## src/hdl/safc_pkg.sv

```systemverilog
package safc_pkg;

   localparam int ADDR_W = 16;
   localparam int DATA_W = 8;
   localparam int CNT_W  = 32;

   localparam int SETS_DEF       = 8;
   localparam int WAYS_DEF       = 4;
   localparam int LINE_BYTES_DEF = 64;
   localparam int MEM_BYTES_DEF  = 65536;

   typedef enum logic [6:0] {
      ST_CLEAR = 7'b0000001,
      ST_IDLE  = 7'b0000010,
      ST_CMP   = 7'b0000100,
      ST_WR    = 7'b0001000,
      ST_FILL  = 7'b0010000,
      ST_RD    = 7'b0100000,
      ST_DONE  = 7'b1000000
   } safc_state_type;

   typedef struct packed {
      logic clear_step;
      logic accept;
      logic compare;
      logic write_op;
      logic fill_step;
      logic line_rd;
      logic load_rsp;
   } safc_cmd_type;

   typedef struct packed {
      logic clear_done;
      logic is_write;
      logic hit_now;
      logic fill_last;
      logic rsp_free;
   } safc_status_type;

endpackage

```

## src/hdl/safc_ctrl.sv

```systemverilog
module safc_ctrl (
   input  logic                      clock,
   input  logic                      reset,
   input  logic                      req_valid,
   output logic                      req_ready,
   input  safc_pkg::safc_status_type status,
   output safc_pkg::safc_cmd_type    cmd
);
   import safc_pkg::*;

   safc_state_type state_ff;
   safc_state_type state_in;

   always_comb begin
      state_in = state_ff;
      cmd      = '0;
      case (state_ff)
         ST_CLEAR: begin
            cmd.clear_step = 1'b1;
            if (status.clear_done) begin
               state_in = ST_IDLE;
            end
         end
         ST_IDLE: begin
            if (req_valid) begin
               cmd.accept = 1'b1;
               state_in   = ST_CMP;
            end
         end
         ST_CMP: begin
            cmd.compare = 1'b1;
            if (status.is_write) begin
               state_in = ST_WR;
            end else if (status.hit_now) begin
               state_in = ST_RD;
            end else begin
               state_in = ST_FILL;
            end
         end
         ST_WR: begin
            cmd.write_op = 1'b1;
            state_in     = ST_DONE;
         end
         ST_FILL: begin
            cmd.fill_step = 1'b1;
            if (status.fill_last) begin
               state_in = ST_RD;
            end
         end
         ST_RD: begin
            cmd.line_rd = 1'b1;
            state_in    = ST_DONE;
         end
         ST_DONE: begin
            if (status.rsp_free) begin
               cmd.load_rsp = 1'b1;
               state_in     = ST_IDLE;
            end
         end
         default: begin
            state_in = ST_IDLE;
         end
      endcase
   end

   always_ff @(posedge clock) begin
      if (reset) begin
         state_ff <= ST_CLEAR;
      end else begin
         state_ff <= state_in;
      end
   end

   assign req_ready = (state_ff == ST_IDLE);

`ifndef NO_ASSERTIONS
   // The last fill beat can only be seen while the controller is filling.
   a_fill_last_in_fill: assert property (@(posedge clock) disable iff (reset)
      (status.fill_last |-> state_ff == ST_FILL))
      else $error("fill completion outside fill state");

   // A transaction is taken only after the memory clearing pass is over.
   a_no_accept_in_clear: assert property (@(posedge clock) disable iff (reset)
      (state_ff == ST_CLEAR |-> !req_ready))
      else $error("request accepted during clearing pass");
`endif

endmodule

```

## config.mk

```make
export PLATFORM = sky130hd
export DESIGN_NAME = safc_ctrl
export DESIGN_NICKNAME = d
export VERILOG_FILES = /design/src/hdl/safc_pkg.sv /design/src/hdl/safc_ctrl.sv
export SDC_FILE = /design/constraint.sdc
export NUM_CORES = 1
export LEC_CHECK = 0
export ABC_AREA = 0
export BUFFER_PORTS_ARGS = -buffer_cell sky130_fd_sc_hd__buf_2
export CORE_AREA = 3 3 40 42
export DETAILED_ROUTE_END_ITERATION = 8
export DIE_AREA = 0 0 43 45
export HOLD_SLACK_MARGIN = 0.15
export PLACE_DENSITY = 0.64
export SLEW_MARGIN = 15
export SYNTH_ARGS = -nofsm -noshare
export SYNTH_HDL_FRONTEND = slang
export SYNTH_SLANG_ARGS = --single-unit
```

## constraint.sdc

```tcl
create_clock -name clock -period 2.7 [get_ports clock]
set_input_delay 0.405 -clock clock [delete_from_list [all_inputs] [get_ports clock]]
set_output_delay 0.405 -clock clock [all_outputs]
set_load 0.005 [all_outputs]
```

==> results of run 1 <==
synth_stat cells:
cell and n:
a2111oi_0 1, a2111oi_4 1, a221oi_1 1, and2_1 2, and3_1 1, buf_2 2
buf_4 1, dfxtp_1 7, inv_1 1, nand2_1 2, nand2b_1 4, nand4_1 2
nor2_1 9, nor2b_1 1, nor3_1 4, nor3b_1 2, nor4_1 2, nor4_2 2
nor4b_1 1, o22a_1 1, o32a_1 1, o41ai_1 1, or2_1 1, or2_2 1
or3_4 1, or3b_1 2, or3b_4 1, xnor2_1 1, xor2_1 1
layout by cell type (no fill, tap or decap), types with 2 or more instances in the layout:
master,count
and2_1,2
buf_2,15
clkbuf_4,3
dfxtp_1,7
nand2_1,2
nand2b_1,4
nand4_1,2
nor2_1,9
nor3_1,4
nor3b_1,2
nor4_1,2
nor4_2,2
or3b_1,2
per-stage QoR:
step,cells,worst slack [ps],util (%)
2_1_floorplan,57,992.3,-
3_3_place_gp,84,889.1,44.01
3_5_place_dp,84,905.5,44.01
4_1_cts,88,624.2,46.06
5_1_grt,88,519.1,46.06
6_report,88,628.6,46.06
routing by layer:
layer | vias up | global-route usage [%] | wire [um]
met5 | - | 0 | 0
met3 | 2 | 1.992 | 51
met4 | 0 | 8.434 | 8
li1 | 243 | - | -
met1 | 215 | 16.43 | 513
met2 | 11 | 21.26 | 558
final cells by class:
class,instances,area (um^2),share of cell area (%)
sequential,7,140.1,23.68
tap,15,18.77,3.171
inverter,1,3.754,0.6342
multi-input combinational,46,327.8,55.39
clock buffer,4,26.28,4.440
timing repair buffer,15,75.07,12.68
cell families (layout without fill, tap and decap cells):
kind of cell / Yosys count / count (layout) / synth area share (%)
XOR/XNOR: 2 / 2 / 3.581
AND/OR/NAND/NOR: 38 / 38 / 48.59
flip-flops: 7 / 7 / 28.64
buffers and inverters: 4 / 20 / 4.348
AO/OA/AOI/OAI: 6 / 6 / 14.84
report_power, final:
group	leakage, nW	switching, mW	internal, mW
clock	0.0150	0.0354	0.0562
combinational	0.167	0.0167	0.0151
sequential	0.0571	0.00715	0.107
total	0.239	0.0592	0.178
worst paths after layout:
check | startpoint | endpoint | depth (start not counted)
min | reset | state_ff[6]$_SDFFE_PP0P_ | 2
max | state_ff[3]$_SDFFE_PP0P_ | cmd[5] | 4
max reg2reg | state_ff[4]$_SDFFE_PP0P_ | state_ff[3]$_SDFFE_PP0P_ | 4
min reg2reg | state_ff[4]$_SDFFE_PP0P_ | state_ff[5]$_SDFFE_PP0P_ | 2
critical path, delay by kind of cell (launching register included):
| kind | cells | cell delay, ps |
|---|---|---|
| buffers and inverters | 1 | 120 |
| flip-flops | 1 | 380 |
| AND/OR/NAND/NOR | 3 | 910 |
==> flow_summary.ini, run 1 <==
[outcome]
status = finished clean

[pwr]
p_leak_nw = 0.2392
finalPower_mw = 0.2372
ir_worst_vdd_mv = 0.1866
powerDensity_mw_per_mm2 = 400.9

[clocking]
cts_resized = 0
clock-sinks = 7
cts_hold_buffers = 0
tritoncts.num_buffers = 3
path_clk_slew_ps = 50
clk_latency_ps = 250
cts-root-buf = clkbuf_4
cts_tree = built
cts_buffer_depth = 2
cts_setup_buffers = 0
h-tree-depth = 1

[layout]
drive_gt1_share_pct = 32.88
largest-register = state_ff
nNetsFinal = 82
largest_register_ffs = 7
antenna_cells = 0
num-fill-cells = 137
syn2layout_area_growth_pct = 20.97
finalInstanceArea_um2 = 591.8
top_regs = state_ff: 7 flops

[critical_path]
critPathCaptureType = output pin
cp_max_fo = 9
slowest_delay_ps = 460
required_ps = 2300
crit_path_top_delay_cell = or3_4
critPathArrivalTime_ps = 1670
cp-start-kind = flop
critical_path_class = flop to output pin
crit_chain = or3_4, nor4_2, and2_1, buf_2
ff2ff_setup_slack_ps = 990

[sta]
relSlewSlack_pct = 74.24
hold_viol = 0
max_freq_ghz = 0.4828
rsz0062_at_grt = false
fin_crit_ps = 2071
tightestPinTransition_ps = 376.7
drv_slew = 0
finClkSkew_ps = 3.942
fin_crit_sh_pct = 76.72
finalSetupViolCount = 0
whs_ps = 384.9
tns_ps = 0

[placement]
hpwl_um = 888.1
io_buffers = 15
placed_cell_area_um2 = 565.5
place_congestion = 0.7069

[detailed_routing]
dr_total_vias = 471
drt_pass1_iterations = 4
wl_um = 1132
wl_per_cell_um = 12.86
drt_iter0_markers = 7
via_per_inst = 5.352
drc = 0
antenna_left = 0

[floorplanning]
core_mm2 = 0.001285
io_pins = 16
die_y_um = 45
die_area_mm2 = 0.001935
start_util_pct = 38.07
dieWidth_um = 43
rows = 13

[grt]
grt_pass1_vias = 456
track_usage_pct = 13.17
grt_pass1_wl_um = 1932
antenna_found_initial = 0
grt_overflow = 0
grt_max_degree = 11

[synth]
synth_top_area_share_pct = 28.64
syn-mean-instance-area_um2 = 8.583
syn_nets = 65
netlist_top_cells_area = dfxtp_1 (29%), nor2_1 (6.9%), a2111oi_4 (5.6%), nand2b_1 (5.1%), nor4_2 (5.1%)
ys_ff_latch = 7
synthCells = 57
ys_types = 29
synth_warnings = 0
syn_area_um2 = 489.2
synth_top_area_cell = dfxtp_1
seq_area_frac_synth_pct = 28.64

[run]
cap_viol_max_count = 0

[hold_path]
min_path_type = primary input to flop
Power figures use the tool's default switching activity.
==> run 2: changes to the inputs <==
==> constraint.sdc (replaced) <==
create_clock -name clock -period 2 [get_ports clock]
set_input_delay 0.3 -clock clock [delete_from_list [all_inputs] [get_ports clock]]
set_output_delay 0.3 -clock clock [all_outputs]
set_load 0.005 [all_outputs]
==> run 2 against run 1 <==
Against the previous run:
- clock skew about the same
- clock power rose by 43%
- non-clock buffer count is 1 higher
- die area stayed put
- critical path type unchanged
- wire length rose by 4.9%
- clock-buffer cell count unchanged
- register-to-register slack got worse by 650 ps
- combinational power increased by 42%
- sequential share of layout area down 0.41 points
- final area is 3.6% higher
- setup slack lost 510 ps
==> flow_summary.ini, run 2 (synthesized netlist as in run 1, its figures left out) <==
[sta]
drv_slew = 0
relSlewSlack_pct = 69.27
fin_ws_ps = 120.2
whs_ps = 265.8
tns_ps = 0
tightestPinTransition_ps = 449.3
hold_viol = 0
max_freq_ghz = 0.5320
fin_crit_ps = 1880
fin_crit_sh_pct = 93.99
finalSetupViolCount = 0
rsz0062_at_grt = false
finClkSkew_ps = 3.608

[layout]
fin_cells = 89
final_util_pct = 47.71
finalInstanceArea_um2 = 613.1
num-fill-cells = 139
final_cell_mix = buf_2 (15), nor2_1 (9), dfxtp_1 (5)
nNetsFinal = 83
largest-register = state_ff
top_regs = state_ff: 7 flops
largest_register_ffs = 7
syn2layout_area_growth_pct = 25.32
antenna_cells = 0
drive_gt1_share_pct = 37.84
final_common_cell = buf_2

[clocking]
clock-sinks = 7
cts_buffer_depth = 2
cts_tree = built
path_clk_slew_ps = 50
clk_latency_ps = 260
cts-root-buf = clkbuf_4
tritoncts.num_buffers = 3
h-tree-depth = 1

[grt]
grt_overflow = 0
grt_max_degree = 10
grt_pass1_vias = 487
track_usage_pct = 13.39
antenna_found_initial = 0
grt_pass1_wl_um = 1932

[hold_path]
min_from = reset
min_path_type = primary input to flop
min_delay_worst_endpoint = state_ff[1]$_SDFFE_PP0P_
whs_path_depth = 2

[floorplanning]
dieWidth_um = 43
core_mm2 = 0.001285
die_y_um = 45
die_area_mm2 = 0.001935
io_pins = 16
start_util_pct = 38.07
rows = 13

[run]
cap_viol_max_count = 0

[critical_path]
cp_max_fo = 9
critPathArrivalTime_ps = 1580
required_ps = 1700
critical_path_class = flop to output pin
cp-start-kind = flop
r2r_start = state_ff[4]$_SDFFE_PP0P_
critPathCaptureType = output pin
timing.rr.end = state_ff[5]$_SDFFE_PP0P_
ff2ff_setup_slack_ps = 340
rr_worst_depth = 4

[pwr]
finalPower_mw = 0.3297
powerDensity_mw_per_mm2 = 537.8
ir_worst_vdd_mv = 0.3972
p_leak_nw = 0.2484

[detailed_routing]
drc = 0
drt_iter0_markers = 3
via_per_inst = 5.393
wl_um = 1188
dr_total_vias = 480
drt_pass1_iterations = 2
antenna_left = 0
wl_per_cell_um = 13.35

[placement]
place_congestion = 0.7759
placed_cell_area_um2 = 573.1
io_buffers = 15
place_ws_ps = 298.7
dp.cells = 85

[outcome]
status = finished clean
run 2: changes by cell type in the layout (fill, tap and decap cells not counted):
cell     change
buf_4        +1
dfxtp_1      -2
and2_4       +1
dfxtp_2      +2
nor4_4       +1
nor4_2       -1
and2_1       -1
run 2: layer usage:
| layer | GRT usage [%] | share of wire (%) |
|---|---|---|
| met5 | 0 | 0 |
| met1 | 15.38 | 43 |
| met2 | 23.65 | 50 |
| met4 | 9.036 | 2.3 |
| met3 | 1.195 | 4.7 |
run 2: worst max-delay path: stages, from the launching register on:
cell and delay, ps:
dfxtp_2 360, or3_4 440, nor4_4 230, and2_4 180
buf_2 100
run 2: timing repair:
action | CTS | global route
hold buffers | 0 | 0
endpoints found under the setup margin | 0 | 1
gates resized for setup | 0 | 4
setup buffers | 0 | 0
hold endpoints to repair | 0 | 0
run 2: cell type report:
| class | count | area [um^2] | share of cell area, % |
|---|---|---|---|
| Clock buffer | 4 | 26.28 | 4.286 |
| Multi-Input combinational cell | 46 | 339.1 | 55.31 |
| Inverter | 1 | 3.754 | 0.6122 |
| Timing Repair Buffer | 16 | 82.58 | 13.47 |
| Tap cell | 15 | 18.77 | 3.061 |
| Sequential cell | 7 | 142.6 | 23.27 |
run 2: worst max path at each step:
stage / start / end / slack [ps] / cells after the start
after global placement: state_ff[3]$_SDFFE_PP0P_ / cmd[5] / 310 / 4
final: state_ff[3]$_SDFFE_PP0P_ / cmd[5] / 120 / 4
after CTS: state_ff[3]$_SDFFE_PP0P_ / cmd[5] / 10 / 4
after global routing: state_ff[3]$_SDFFE_PP0P_ / cmd[5] / 40 / 4
after floorplan: state_ff[3]$_SDFFE_PP0P_ / cmd[5] / 400 / 4
after detailed placement: state_ff[3]$_SDFFE_PP0P_ / cmd[5] / 300 / 4
run 2: power by group:
part | internal [mW] | switching [mW] | leakage (nW)
sequential | 0.144 | 0.0100 | 0.0582
combinational | 0.0220 | 0.0231 | 0.175
clock | 0.0763 | 0.0543 | 0.0150
